[src/hw/rtl/wsd_pkg.sv]
// Package for the WebSocket frame deframer: parse phases, opcodes, event codes
// and the result struct shared by the parser, the output stage and the top level.
// No dependencies.
package wsd_pkg;

  // Frame opcodes of interest
  localparam logic [3:0] OP_DATA_MAX = 4'd2;   // continuation, text, binary
  localparam logic [3:0] OP_CLOSE    = 4'd8;
  localparam logic [3:0] OP_PING     = 4'd9;
  localparam logic [3:0] OP_PONG     = 4'd10;

  // Length code that announces a 16-bit extended length
  localparam logic [6:0] LEN_EXT16   = 7'd126;

  // Event kinds on the result channel
  typedef enum logic [1:0] {
    EV_DATA  = 2'd0,
    EV_PING  = 2'd1,
    EV_CLOSE = 2'd2,
    EV_BADOP = 2'd3
  } wsd_event_t;

  // Parse phases
  typedef enum logic [2:0] {
    PH_HDR0,     // first header byte: FIN and opcode
    PH_HDR1,     // mask bit and 7-bit length code
    PH_EXTLEN,   // 2 or 8 extended length bytes
    PH_KEY,      // 4 mask key bytes
    PH_PAYLOAD   // payload bytes
  } wsd_phase_t;

  // One result item
  typedef struct packed {
    wsd_event_t  event_kind;
    logic        has_byte;
    logic [7:0]  payload_byte;
    logic        frame_end;
    logic        message_end;
  } wsd_result_t;

endpackage

[src/hw/rtl/websocket_frame_deframer.sv]
// WebSocket frame deframer, receive side: one byte per item in, zero or one result out.
// Output: a result is registered and on the out_ port the cycle after the byte that causes it is accepted.
// Throughput: one byte per cycle; ready drops only while the result register is full
// and not being taken.
// Reset: synchronous active-low rst_n; parser returns to expecting a first header byte.
// Depends on wsd_pkg, wsd_parser, wsd_out_stage.
module websocket_frame_deframer import wsd_pkg::*; (
  input  logic       clk,
  input  logic       rst_n,
  input  logic       in_valid,
  output logic       in_ready,
  input  logic [7:0] in_rx_byte,
  output logic       out_valid,
  input  logic       out_ready,
  output logic [1:0] out_event_kind,
  output logic       out_has_byte,
  output logic [7:0] out_payload_byte,
  output logic       out_frame_end,
  output logic       out_message_end
);

  logic        acc;
  logic        res_vld;
  wsd_result_t res;
  wsd_result_t out_res;

  assign acc = in_valid && in_ready;

  // Header parse and unmask
  wsd_parser u_parser (
    .clk     (clk),
    .rst_n   (rst_n),
    .acc     (acc),
    .rx_byte (in_rx_byte),
    .res_vld (res_vld),
    .res     (res)
  );

  // Result register
  wsd_out_stage u_out (
    .clk       (clk),
    .rst_n     (rst_n),
    .res_vld   (res_vld),
    .res       (res),
    .slot_free (in_ready),
    .out_valid (out_valid),
    .out_ready (out_ready),
    .out_res   (out_res)
  );

  assign out_event_kind   = out_res.event_kind;
  assign out_has_byte     = out_res.has_byte;
  assign out_payload_byte = out_res.payload_byte;
  assign out_frame_end    = out_res.frame_end;
  assign out_message_end  = out_res.message_end;

endmodule

[src/hw/rtl/wsd_parser.sv]
// Header parser and unmasker: holds the frame state and builds at most one
// result per accepted byte. Depends on wsd_pkg.
module wsd_parser import wsd_pkg::*; (
  input  logic        clk,
  input  logic        rst_n,
  input  logic        acc,
  input  logic [7:0]  rx_byte,
  output logic        res_vld,
  output wsd_result_t res
);

  wsd_phase_t  phase_r, phase_nxt;
  logic [2:0]  cnt_r, cnt_nxt;
  logic        fin_r, fin_nxt;
  logic [3:0]  opcode_r, opcode_nxt;
  logic        masked_r, masked_nxt;
  logic        len16_r, len16_nxt;
  logic [63:0] rem_r, rem_nxt;
  logic [31:0] key_r, key_nxt;
  logic [1:0]  kphase_r, kphase_nxt;

  logic        is_data;
  logic [63:0] rem_dec;
  logic [7:0]  key_byte;
  logic        last_pay;
  logic        ev_vld;
  wsd_result_t ev;

  assign is_data = (opcode_r <= OP_DATA_MAX);
  assign rem_dec = rem_r - 64'd1;
  assign last_pay = (rem_dec == 64'd0);

  // Key byte for this payload position, first key byte first
  always_comb begin
    unique case (kphase_r)
      2'd0:    key_byte = key_r[31:24];
      2'd1:    key_byte = key_r[23:16];
      2'd2:    key_byte = key_r[15:8];
      default: key_byte = key_r[7:0];
    endcase
  end

  // Frame end event without a payload byte
  always_comb begin
    ev = '0;
    ev_vld = 1'b1;
    ev.frame_end = 1'b1;
    if (is_data) begin
      ev.event_kind  = EV_DATA;
      ev.message_end = fin_r;
    end else if (opcode_r == OP_PING) begin
      ev.event_kind = EV_PING;
    end else if (opcode_r == OP_PONG) begin
      ev_vld = 1'b0;
    end else if (opcode_r == OP_CLOSE) begin
      ev.event_kind = EV_CLOSE;
    end else begin
      ev.event_kind = EV_BADOP;
    end
  end

  // Next state and result
  always_comb begin
    phase_nxt  = phase_r;
    cnt_nxt    = cnt_r;
    fin_nxt    = fin_r;
    opcode_nxt = opcode_r;
    masked_nxt = masked_r;
    len16_nxt  = len16_r;
    rem_nxt    = rem_r;
    key_nxt    = key_r;
    kphase_nxt = kphase_r;
    res_vld    = 1'b0;
    res        = '0;
    if (acc) begin
      unique case (phase_r)
        PH_HDR1: begin
          masked_nxt = rx_byte[7];
          len16_nxt  = (rx_byte[6:0] == LEN_EXT16);
          key_nxt    = '0;
          kphase_nxt = 2'd0;
          cnt_nxt    = 3'd0;
          if (rx_byte[6:0] < LEN_EXT16) begin
            rem_nxt = {57'd0, rx_byte[6:0]};
            if (rx_byte[7]) begin
              phase_nxt = PH_KEY;
            end else if (rx_byte[6:0] == 7'd0) begin
              phase_nxt = PH_HDR0;
              res_vld   = ev_vld;
              res       = ev;
            end else begin
              phase_nxt = PH_PAYLOAD;
            end
          end else begin
            rem_nxt   = '0;
            phase_nxt = PH_EXTLEN;
          end
        end
        PH_EXTLEN: begin
          rem_nxt = {rem_r[55:0], rx_byte};
          cnt_nxt = cnt_r + 3'd1;
          if ((len16_r && cnt_r == 3'd1) || cnt_r == 3'd7) begin
            cnt_nxt    = 3'd0;
            kphase_nxt = 2'd0;
            if (masked_r) begin
              phase_nxt = PH_KEY;
            end else if (rem_nxt == 64'd0) begin
              phase_nxt = PH_HDR0;
              res_vld   = ev_vld;
              res       = ev;
            end else begin
              phase_nxt = PH_PAYLOAD;
            end
          end
        end
        PH_KEY: begin
          key_nxt = {key_r[23:0], rx_byte};
          cnt_nxt = cnt_r + 3'd1;
          if (cnt_r == 3'd3) begin
            cnt_nxt    = 3'd0;
            kphase_nxt = 2'd0;
            if (rem_r == 64'd0) begin
              phase_nxt = PH_HDR0;
              res_vld   = ev_vld;
              res       = ev;
            end else begin
              phase_nxt = PH_PAYLOAD;
            end
          end
        end
        PH_PAYLOAD: begin
          kphase_nxt = kphase_r + 2'd1;
          rem_nxt    = rem_dec;
          if (last_pay) phase_nxt = PH_HDR0;
          if (is_data || opcode_r == OP_PING) begin
            res_vld            = 1'b1;
            res.event_kind     = is_data ? EV_DATA : EV_PING;
            res.has_byte       = 1'b1;
            res.payload_byte   = rx_byte ^ key_byte;
            res.frame_end      = last_pay;
            res.message_end    = last_pay && is_data && fin_r;
          end else if (last_pay) begin
            res_vld = ev_vld;
            res     = ev;
          end
        end
        default: begin
          // first header byte; RSV bits ignored
          fin_nxt    = rx_byte[7];
          opcode_nxt = rx_byte[3:0];
          phase_nxt  = PH_HDR1;
        end
      endcase
    end
  end

  // Control state
  always_ff @(posedge clk) begin
    if (!rst_n) begin
      phase_r <= PH_HDR0;
      cnt_r   <= 3'd0;
    end else begin
      phase_r <= phase_nxt;
      cnt_r   <= cnt_nxt;
    end
  end

  // Frame header fields, length and key
  always_ff @(posedge clk) begin
    fin_r    <= fin_nxt;
    opcode_r <= opcode_nxt;
    masked_r <= masked_nxt;
    len16_r  <= len16_nxt;
    rem_r    <= rem_nxt;
    key_r    <= key_nxt;
    kphase_r <= kphase_nxt;
  end

  // A payload phase always has bytes left to come
  a_pay_nonzero: assert property (@(posedge clk) disable iff (!rst_n)
    (phase_r == PH_PAYLOAD) |-> (rem_r != 64'd0))
    else $error("payload phase with zero remaining length");

  a_res_needs_acc: assert property (@(posedge clk) disable iff (!rst_n)
    res_vld |-> acc)
    else $error("result produced without an accepted item");

  a_msg_end: assert property (@(posedge clk) disable iff (!rst_n)
    (res_vld && res.message_end) |-> (res.frame_end && res.event_kind == EV_DATA))
    else $error("message end outside the end of a data frame");

  a_byte_kind: assert property (@(posedge clk) disable iff (!rst_n)
    (res_vld && res.has_byte) |-> (res.event_kind == EV_DATA || res.event_kind == EV_PING))
    else $error("payload byte on close or error event");

endmodule

[src/hw/rtl/wsd_out_stage.sv]
// Result register: holds one result item for the output channel and gives
// the input side its ready. Depends on wsd_pkg.
module wsd_out_stage import wsd_pkg::*; (
  input  logic        clk,
  input  logic        rst_n,
  input  logic        res_vld,
  input  wsd_result_t res,
  output logic        slot_free,
  output logic        out_valid,
  input  logic        out_ready,
  output wsd_result_t out_res
);

  logic        vld_r;
  wsd_result_t res_r;

  // Free when empty or being drained this cycle
  assign slot_free = !vld_r || out_ready;
  assign out_valid = vld_r;
  assign out_res   = res_r;

  always_ff @(posedge clk) begin
    if (!rst_n) begin
      vld_r <= 1'b0;
    end else if (res_vld) begin
      vld_r <= 1'b1;
    end else if (out_ready) begin
      vld_r <= 1'b0;
    end
  end

  always_ff @(posedge clk) begin
    if (res_vld) res_r <= res;
  end

  // A new item only lands in a slot that is free
  a_no_overwrite: assert property (@(posedge clk) disable iff (!rst_n)
    res_vld |-> slot_free)
    else $error("result register overwritten while full");

  a_drain: assert property (@(posedge clk) disable iff (!rst_n)
    (vld_r && out_ready && !res_vld) |=> !vld_r)
    else $error("result register not emptied after being taken");

  a_fill: assert property (@(posedge clk) disable iff (!rst_n)
    res_vld |=> vld_r)
    else $error("result register not filled");

endmodule
[config.mk]
export PLATFORM = sky130hd
export DESIGN_NAME = websocket_frame_deframer
export DESIGN_NICKNAME = d
export VERILOG_FILES = /design/src/hw/rtl/wsd_pkg.sv /design/src/hw/rtl/websocket_frame_deframer.sv /design/src/hw/rtl/wsd_parser.sv /design/src/hw/rtl/wsd_out_stage.sv
export SDC_FILE = /design/constraint.sdc
export NUM_CORES = 1
export LEC_CHECK = 0
export ABC_AREA = 1
export BUFFER_PORTS_ARGS = -buffer_cell sky130_fd_sc_hd__buf_2
export CAP_MARGIN = 0
export CORE_ASPECT_RATIO = 0.6
export CORE_MARGIN = 2
export CORE_UTILIZATION = 50
export DETAILED_ROUTE_END_ITERATION = 7
export PLACE_DENSITY = 0.74
export SYNTH_ARGS = -nofsm -noshare
export SYNTH_HDL_FRONTEND = slang
export SYNTH_SLANG_ARGS = --single-unit
[constraint.sdc]
create_clock -name clk -period 11.63 [get_ports clk]
set_input_delay 2.326 -clock clk [delete_from_list [all_inputs] [get_ports clk]]
set_output_delay 2.326 -clock clk [all_outputs]
set_load 0.02 [all_outputs]
==> flow_summary.json <==
{
  "yosys-top-cells-area": "edfxtp_1 (45%), nand2_1 (14%), nor2_1 (10%), inv_1 (6.7%), o21ai_0 (3.7%)",
  "wire_per_inst_um": 17.5,
  "tightestPinTransition_ns": 0.997,
  "syn_area_per_cell_um2": 7.59,
  "io_buffers": 26,
  "finClkSkew_ns": 0.00969,
  "grt_pass1_vias": 6480,
  "synth_seq_cells": 125,
  "critPathKind": "input pin to primary output",
  "clock-sinks": 125,
  "netlist_area_um2": 7920,
  "hold_viol_final": 0,
  "maxSlewViolCount": 0,
  "cts.path.max_buffers": 2,
  "fin_total_pwr_mw": 1.14,
  "synth_cells": 1043,
  "preCtsSetupSlack_ns": 6.59,
  "status": "complete, no violations",
  "hold-path-cell-count": 2,
  "grt_antenna_before_repair": 0,
  "start_util_pct": 51.4,
  "io_pins": 27,
  "vdd_drop_max_v": 0.0000703,
  "yosysTopAreaCell": "edfxtp_1",
  "critPathRequiredTime_ns": 9.30,
  "holdWs_ns": 0.498,
  "rows": 35,
  "die-area_um2": 16900,
  "fin_setup_tns_ns": 0,
  "ctsHtreeMaxLevel": 4,
  "area_delta_synth_final_pct": 12.3,
  "synth_cell_type_count": 36,
  "dr_total_vias": 7216,
  "placedCellCount": 1259,
  "totalWireLength_um": 22600,
  "p_leak_nw": 3.68,
  "yosysSeqAreaShare_pct": 46.5,
  "hold_buffers": 0,
  "fin_cells": 1291,
  "setup_viol": 0,
  "drtAntennaViolNets": 0,
  "critPathMaxFanout": 3,
  "period_share_pct": 43.4,
  "rsz0062_at_grt": "no",
  "die_h_um": 101,
  "muxShareOfSynthArea_pct": 0,
  "synth-compound-area-share_pct": 8.66,
  "core_um2": 15400,
  "end_kind": "primary output",
  "ctsRootBufferMaster": "clkbuf_16",
  "fin_crit_ns": 5.05,
  "arrival_ns": 2.73,
  "syn_nets": 1066,
  "clock.fmax_mhz": 198,
  "fin_nets": 1098,
  "layout_setup_ws_ns": 6.58,
  "drc": 0,
  "clk_latency_ns": 0.43,
  "via_per_inst": 5.59,
  "cp-start-kind": "input pin",
  "grt_first_pass_wirelength_um": 36100,
  "yosys.area_share.adder_pct": 1.74,
  "slew_headroom_pct": 33.1,
  "clk_pin_slew_ns": 0.06,
  "gr-total-overflow": 0,
  "ys_warn_count": 0,
  "grt_start_max_net_pins": 65,
  "cap_violations": 0,
  "r2r_cells": 15,
  "drtPass1Iterations": 6,
  "yosys.area_share.simple_pct": 31.8,
  "gp_congestion": 0.986,
  "dp_hpwl_um": 16800,
  "grt_util_all_layers_pct": 28.0,
  "multi_input_area_um2": 3640,
  "drtIter0Drc": 1150,
  "postCtsSetupBuffers": 0,
  "die_width_um": 166,
  "cts_resized": 0,
  "seq_area_um2": 3680,
  "n_antenna_cell": 0,
  "drive_above_1_share_pct": 9.38,
  "synth-xor-area-share_pct": 3.54,
  "synth_top_area_share_pct": 44.7,
  "hold_path_class": "flip-flop to flip-flop",
  "nFillCells": 1410,
  "cts_tree": "built",
  "powerDensity_nw_per_um2": 128,
  "cts_made_buffers": 17,
  "synth_top_family_by_area": "simple AND/OR/NAND/NOR gates"
}
==> cells in the mapped netlist (all sizes together) <==
cell type and count:
a22o 2, nor3b 1, edfxtp 118, xnor2 1, o31ai 1, o21ai 61
nor3 2, nand4 6, nor2 238, a21oi 17, xor2 31, o22ai 28
o311ai 1, and2 1, nand3 43, o211ai 1, dfxtp 7, inv 143
a31o 1, clkbuf 18, nand3b 1, nand2 296, nor4 3, clkinv 3
a221oi 8, ha 11
==> path summary, 6_finish.rpt <==
path	start	slack, ns	endpoint
worst max-delay path	out_ready	6.58	in_ready
worst max register to register	u_parser.rem_r[0]	8.02	u_out.out_res[6]
worst min-delay path	u_parser.phase_r[2]	0.50	u_parser.phase_r[2]
worst min register to register	u_parser.phase_r[2]	0.50	u_parser.phase_r[2]
==> per-layer routing <==
layer,share of wire [%],track usage (%),vias up
met1,48,46.1,3299
li1,-,-,3439
met4,1.0,5.64,0
met2,37,36.1,450
met3,14,6.92,28
met5,0,0,-
==> stage by stage <==
step | area [um^2] | util, %
after floorplan | 7920 | -
after global placement | 8290 | 53.8
after detailed placement | 8290 | 53.8
after CTS | 8890 | 57.7
after global routing | 8890 | 57.7
final | 8890 | 57.7
==> where the power goes <==
group / internal (mW) / total, mW / switching (mW) / leakage, nW
Clock: 0.323 / 0.554 / 0.231 / 0.286
Combinational: 0.0183 / 0.0684 / 0.0501 / 2.23
Sequential: 0.506 / 0.519 / 0.0131 / 1.17
Total: 0.848 / 1.14 / 0.294 / 3.68
==> cells by family (layout without fill, tap and decap cells) <==
group                    Yosys count  count (layout)
XOR/XNOR                          32              32
AO/OA/AOI/OAI                    120             120
buffers and inverters            164             209
AND/OR/NAND/NOR                  591             591
flip-flops                       125             125
adder cells (fa/ha/maj)           11              11
==> worst max-delay path, cell delays in order <==
cell and delay [ns]:
buf_2 0.09, inv_1 0.04, nand2_1 0.09, buf_2 0.18
==> layout make-up <==
cell class                      count  area share (%)
Multi-Input combinational cell    754            40.9
Sequential cell                   125            41.4
Timing Repair Buffer               31            1.88
Clock inverter                     15            1.97
Tap cell                          203            2.86
Clock buffer                       17            4.78
Inverter                          146            6.16
==> flip-flops by register name (all words and copies together), names as in the netlist <==
name / cells
u_parser.fin_r: 1
u_out.out_res: 13
u_parser.cnt_r: 3
u_parser.opcode_r: 4
u_parser.kphase_r: 2
u_parser.rem_r: 64
u_parser.phase_r: 3
u_out.out_valid: 1
u_parser.masked_r: 1
u_parser.key_r: 32
u_parser.len16_r: 1
==> cell usage in the layout (no fill, tap or decap), types with 17 or more instances in the layout <==
cell type	count
o21ai_0	58
clkbuf_16	17
nand3_1	41
xor2_1	31
nor2_1	217
edfxtp_1	118
o22ai_1	28
nand2_1	286
inv_1	141
buf_2	26
Power figures use the tool's default switching activity.
